<file path="config.mk">
export PLATFORM = sky130hd
export DESIGN_NAME = sat_cell
export DESIGN_NICKNAME = d
export VERILOG_FILES = /design/src/rtl/sat_pkg.sv /design/src/rtl/sat_cell.sv
export SDC_FILE = /design/constraint.sdc
export NUM_CORES = 1
export LEC_CHECK = 0
export BUFFER_PORTS_ARGS = -buffer_cell sky130_fd_sc_hd__buf_2
export CAP_MARGIN = 5
export CORE_ASPECT_RATIO = 1.2
export CORE_MARGIN = 4
export CORE_UTILIZATION = 42
export CTS_CLUSTER_DIAMETER = 100
export DETAILED_ROUTE_END_ITERATION = 10
export HOLD_SLACK_MARGIN = 0.1
export PLACE_DENSITY_LB_ADDON = 0.15
export SLEW_MARGIN = 30
export SYNTH_ARGS = -nofsm -noshare
export SYNTH_HDL_FRONTEND = slang
export SYNTH_SLANG_ARGS = --single-unit
</file>
<file path="constraint.sdc">
create_clock -name clk -period 2.6 [get_ports clk]
set_input_delay 0.26 -clock clk [delete_from_list [all_inputs] [get_ports clk]]
set_output_delay 0.26 -clock clk [all_outputs]
set_load 0.05 [all_outputs]
</file>
<file path="src/rtl/sat_pkg.sv">
// Types and codes shared by the shifting array table and its checker.
`timescale 1ns / 1ps
package sat_pkg;

	typedef enum logic [2:0] {
		ACT_INSERT     = 3'd0,
		ACT_ERASE      = 3'd1,
		ACT_PUSH_FRONT = 3'd2,
		ACT_PUSH_BACK  = 3'd3,
		ACT_POP_FRONT  = 3'd4,
		ACT_POP_BACK   = 3'd5,
		ACT_GET        = 3'd6,
		ACT_SET        = 3'd7
	} action_t;

	typedef enum logic [1:0] {
		ST_OK    = 2'd0,
		ST_RANGE = 2'd1,
		ST_FULL  = 2'd2,
		ST_EMPTY = 2'd3
	} status_t;

	typedef struct packed {
		action_t     action;
		logic [6:0]  position;
		logic [31:0] write_value;
	} request_t;

	typedef struct packed {
		status_t     status;
		logic [31:0] read_value;
		logic [6:0]  element_count;
	} result_t;

	// Per-cycle command broadcast to every cell of the row.
	typedef struct packed {
		logic ins;   // open a gap at the position, tail moves up
		logic del;   // close the gap at the position, tail moves down
		logic wr;    // overwrite the element at the position
	} cell_cmd_t;

endpackage

</file>
<file path="src/rtl/sat_cell.sv">
// One element cell: holds a value, takes a neighbor's or new data on command.
`timescale 1ns / 1ps
module sat_cell
	import sat_pkg::*;
#(
	parameter int IDX  = 0,
	parameter int EW   = 32,
	parameter int CMPW = 7
) (
	input  logic            clk,
	input  cell_cmd_t       cmd,
	input  logic [CMPW-1:0] pos,
	input  logic [EW-1:0]   wdata,
	input  logic [EW-1:0]   lower,
	input  logic [EW-1:0]   upper,
	output logic [EW-1:0]   data
);

	localparam logic [CMPW-1:0] MY_IDX = CMPW'(IDX);

	logic [EW-1:0] data_q;

	always_ff @(posedge clk) begin
		priority if (cmd.ins) begin
			if (MY_IDX > pos) begin
				data_q <= lower;
			end else if (MY_IDX == pos) begin
				data_q <= wdata;
			end
		end else if (cmd.del) begin
			if (MY_IDX >= pos) begin
				data_q <= upper;
			end
		end else if (cmd.wr) begin
			if (MY_IDX == pos) begin
				data_q <= wdata;
			end
		end
	end

	assign data = data_q;

endmodule

</file>
== Word-level counts from Yosys, hierarchy flattened ==
Cells that the tools add are included.
Operators by class
  magnitude comparators: 2
  equal/unequal tests: 1
  muxes and demuxes: 6
  reductions and logical operators: 3
Operators with widths (number)
  two-way mux 32 bit: 6
  greater-or-equal comparator 1 x 7 -> 1 bit (first input constant): 1
  > comparator 1 x 7 -> 1 bit (first input constant): 1
  logical NOT 7 bit: 1
  inequality test 3 x 1 -> 1 bit (second input constant): 1
  nonzero test 3 bit: 1
  AND reduction 2 bit: 1
Storage, ports and cells
  register bits: 32
  output and inout port bits: 32

== Depth between registers and ports, before layout ==
  depth after elaboration: 5
  gate-level depth with buffers: 5

== Worst setup path before layout ==
No wires, ideal clock.
  path kind: input to register
  start: in pos[4]
  end: reg data_q[0], in the netlist data[0] (enable)
  library setup time: 0.396 ns
  arrival time: 1.687 ns
  data required time: 2.204 ns
  path slack: 0.517 ns
  stages: 2
  path buffers: 0
  path through: nor4_2 a311o_1
Between the ends
  longest elaborated chain between the ends: 3
Ends and longest elaborated chain
  from (decl): RTL line sat_cell.sv:12  | input logic [CMPW-1:0] pos,
  greater-or-equal comparator 1 x 7 -> 1 bit: RTL line sat_cell.sv:31  | if (MY_IDX >= pos) begin
  inequality test 3 x 1 -> 1 bit (no line)
  AND reduction 2 bit (no line)
  to (signal assigned): RTL line sat_cell.sv:28  | data_q <= wdata;
  to (signal assigned): RTL line sat_cell.sv:32  | data_q <= upper;
  to (signal assigned): RTL line sat_cell.sv:36  | data_q <= wdata;
  to (decl): RTL line sat_cell.sv:21  | logic [EW-1:0] data_q;
Every way passes these cells.
A chain may end at the register's enable or synchronous reset.

== Worst setup path in the final report ==
  start: in pos[4]
  end: reg data_q[31], in the netlist data[31], data pin
Between the ends
  longest elaborated chain between the ends: 5
Ends and longest elaborated chain
  parallel branches: the longest is 4 deep, another holds > comparator 1 x 7 -> 1 bit
  two-way mux 32 bit *: RTL line sat_cell.sv:24  | priority if (cmd.ins) begin
  to (signal assigned): RTL line sat_cell.sv:26  | data_q <= lower;
  to (signal assigned): RTL line sat_cell.sv:28
  to (signal assigned): RTL line sat_cell.sv:32
Every way passes the cells marked *. The select of a mux whose other input is x is not followed.

==> results by group <==
Global route
  • Number of antenna violations at the first check in global routing: 0
  • Wire length of the first global-routing pass: 9.38 mm
  • Global Route Usage Sum: 19.1%
  • Pin count of the biggest net entering global routing: 33
  • Met3 layer usage reported by global route: 4.43%
  • Met2 track demand over resource: 34.4%
  • Residual overflow from global routing: 0
  • Met1 usage in global routing: 22.8%
  • Vias in the first global route: 1975
  • Layer with the highest usage after global routing: met2

Layout
  • Layout Nets: 394
  • Area delta synth->final: 29.9%
  • Total of fill cells in the finished design: 434
  • Cell Count, Final, Fillers Out: 345
  • Max reg flops: 32
  • Area used by multi-input combinational logic: 955 sq um
  • Share of post-route cells with drive strength above 1: 53.7%
  • End-of-flow core utilization: 56.9%
  • Diodes inserted: 0
  • Area occupied by registers: 961 sq um

Synthesis
  • Share of synthesized area occupied by flip-flops and latches: 47.1%
  • Leading post-synthesis cells by cell area: sky130_fd_sc_hd__edfxtp_1 (47%), sky130_fd_sc_hd__o211ai_2 (18%), sky130_fd_sc_hd__nand4_1 (9.2%)
  • Mapped Area: 0.00204 sq mm
  • Flops & latches, synth: 32
  • Adder and majority cell fraction of the synthesized area: 0%
  • Share of synthesized area spent on multiplexers: 0%
  • Synthesized instance count: 192
  • Dominant combinational cell family by area after synthesis: simple AND/OR/NAND/NOR gates
  • Synth top area share: 47.1%
  • Library cell occupying the most area in the post-synthesis netlist: sky130_fd_sc_hd__edfxtp_1
  • XOR/XNOR share of the synthesized area: 0%
  • Yosys warns: 0
  • Mean instance size in the synthesized netlist: 10.6 sq um
  • Number of nets in the synthesized netlist: 299
  • Distinct cell type count of the synthesized netlist: 20
  • Simple-gate share of the synthesized area: 25.6%
  • Area fraction in compound gates after synthesis: 20.0%

Setup path
  • Kind of start point of the critical path: input pin
  • Worst EP required: 2.61 ns
  • Kind of end point of the critical path: register
  • CP max FO: 32
  • R2r endpoint: data[12]
  • Critical path class: input pin to register
  • Crit Reg-Reg Startpoint: data[12]
  • Worst Path Arrival: 1.56 ns
  • Worst-case reg-to-reg path depth: 2
  • Setup slack of the worst register-to-register path: 1.75 ns

Floorplan
  • Die outline width: 71.7 microns
  • Standard-cell row count: 27
  • Overall die area: 0.00605 sq mm
  • Top Ports: 139
  • Core outline area: 0.00466 sq mm
  • Vertical die dimension: 84.4 microns
  • Initial Utilization: 43.8%

Flow run
  • Maxcap violations: 0

Place
  • Worst slack at placement: 0.644 ns
  • Final estimated routing congestion in global placement: 0.749
  • Half-perimeter wire length after placement: 3.90 mm
  • Cell total after placement: 338
  • Number of buffers inserted by port buffering: 106

Power
  • Power per cell area: 570 mW/mm^2
  • Reported leakage power: 1.14 nW
  • Max IR drop VDD: 0.000292 V

STA
  • Setup_tns: 0 ns
  • Clock skew after layout: 0 ns
  • Final setup margin: 1.06 ns
  • Number of slew-limit violations in the final report: 0
  • RSZ-0062 raised after global routing: no
  • Final number of hold-violating endpoints: 0
  • Final critical path time including I/O delays and setup: 1.54 ns
  • Fmax: 647 MHz
  • Fin crit share: 59.4%
  • Normalized max-slew margin: 60.3%
  • Final setup vio count: 0
  • Slew at the pin closest to its max-slew limit: 0.596 ns

Detailed routing
  • ANT nets after route: 0
  • Routed wire length: 5.84 mm
  • Number of iterations in the first detailed-routing pass: 4
  • Vias/cell: 5.73
  • Total vias in the final route: 1976
  • Detailed-route wire length per cell: 16.9 microns
  • Drt initial violations: 141
  • Residual DRC: 0

Clocking
  • Total of hold buffers inserted after clock tree synthesis: 0
  • CTS tree: done
  • Clock buffer count from CTS: 5
  • CTS max path bufs: 2
  • Resized cells post-CTS: 0
  • H-tree depth: 2
  • CTS clock-pin slew for the worst setup and hold paths: 0.06 ns
  • Clk Tree Root Cell: sky130_fd_sc_hd__clkbuf_8
  • TritonCTS Sinks: 32
  • Total setup buffers inserted after CTS: 0
  • Clock insertion delay at the later pin of the skew report: 0.28 ns

Worst hold path
  • Source of the worst hold timing path: upper[18]
  • Hold Path Depth: 3
  • Worst hold path class: input pin to register
  • End point of the most critical hold path: data[18]

Run status
  • Outcome: completed
## critical path, cell delays in order
cell	delay, ns
sky130_fd_sc_hd__buf_2	0.12
sky130_fd_sc_hd__or4_4	0.81
sky130_fd_sc_hd__o21ai_0	0.25
sky130_fd_sc_hd__a31oi_1	0.10
## stage by stage
| step | hold slack (ns) | instance area [sq um] | total power, mW |
|---|---|---|---|
| final | 0.265 | 2650 | 1.51 |
| after global routing | 0.267 | 2650 | 1.58 |
| after CTS | 0.253 | 2650 | 1.53 |
| after detailed placement | 0.547 | 2570 | 1.18 |
| after global placement | 0.547 | 2570 | 1.17 |
| after floorplan | 0.459 | 2040 | 1.03 |
## routing by layer
| layer | part of all wire, % | routed length [microns] | vias to the layer above |
|---|---|---|---|
| met5 | 0 | 0 | - |
| met4 | 1.1 | 65 | 0 |
| met3 | 6.7 | 393 | 8 |
| met2 | 51 | 2990 | 76 |
| met1 | 41 | 2390 | 949 |
| li1 | - | - | 943 |
## synth_stat cells
| cell type | n |
|---|---|
| sky130_fd_sc_hd__clkbuf_1 | 14 |
| sky130_fd_sc_hd__or3_1 | 1 |
| sky130_fd_sc_hd__nand4_1 | 30 |
| sky130_fd_sc_hd__nor3_1 | 1 |
| sky130_fd_sc_hd__a31oi_1 | 2 |
| sky130_fd_sc_hd__o211ai_2 | 30 |
| sky130_fd_sc_hd__nor2b_1 | 2 |
| sky130_fd_sc_hd__nand2_1 | 30 |
| sky130_fd_sc_hd__buf_6 | 1 |
| sky130_fd_sc_hd__a311o_1 | 1 |
| sky130_fd_sc_hd__buf_1 | 2 |
| sky130_fd_sc_hd__buf_12 | 3 |
| sky130_fd_sc_hd__nor4_2 | 1 |
| sky130_fd_sc_hd__edfxtp_1 | 32 |
| sky130_fd_sc_hd__nand3_1 | 32 |
| sky130_fd_sc_hd__nand2b_1 | 1 |
| sky130_fd_sc_hd__or4_4 | 1 |
| sky130_fd_sc_hd__buf_2 | 4 |
| sky130_fd_sc_hd__nor2_1 | 2 |
| sky130_fd_sc_hd__o21ai_0 | 2 |
## layout make-up
| class | count | share of cell area [%] |
|---|---|---|
| Timing Repair Buffer | 112 | 22.2 |
| Multi-Input combinational cell | 136 | 36.0 |
| Tap cell | 58 | 2.74 |
| Clock buffer | 5 | 2.59 |
| Sequential cell | 32 | 36.2 |
| Clock inverter | 2 | 0.283 |
## cell families after synthesis
kind of cell    count (synthesis)
compound gates                 35
buf+inv                        24
flops                          32
simple gates                  101
## cell usage in the layout (no fill, tap or decap), types with 2 or more instances in the layout
cell / Yosys / routed
sky130_fd_sc_hd__buf_2: 4 / 106
sky130_fd_sc_hd__nand3_1: 32 / 32
sky130_fd_sc_hd__edfxtp_1: 32 / 32
sky130_fd_sc_hd__o211ai_2: 30 / 30
sky130_fd_sc_hd__nand4_1: 30 / 30
sky130_fd_sc_hd__nand2_1: 30 / 30
sky130_fd_sc_hd__clkbuf_8: 0 / 5
sky130_fd_sc_hd__buf_4: 0 / 5
sky130_fd_sc_hd__o21ai_0: 2 / 2
sky130_fd_sc_hd__nor2_1: 2 / 2
sky130_fd_sc_hd__a31oi_1: 2 / 2
sky130_fd_sc_hd__clkinv_1: 0 / 2
## worst max path at each step
| stage | from | endpoint | slack (ns) | cells past startpoint |
|---|---|---|---|---|
| after floorplan | pos[4] | data[0] | 0.52 | 2 |
| after global placement | pos[3] | data[22] | 0.64 | 4 |
| after detailed placement | pos[3] | data[31] | 0.64 | 4 |
| after CTS | pos[3] | data[31] | 0.94 | 4 |
| after global routing | pos[4] | data[22] | 0.98 | 4 |
| final | pos[4] | data[31] | 1.06 | 4 |
## power by group
group / switching (mW) / total, mW / internal (mW)
Combinational: 0.341 / 0.482 / 0.140
Sequential: 0.0379 / 0.684 / 0.646
Clock: 0.170 / 0.347 / 0.176
Power figures use the tool's default switching activity.
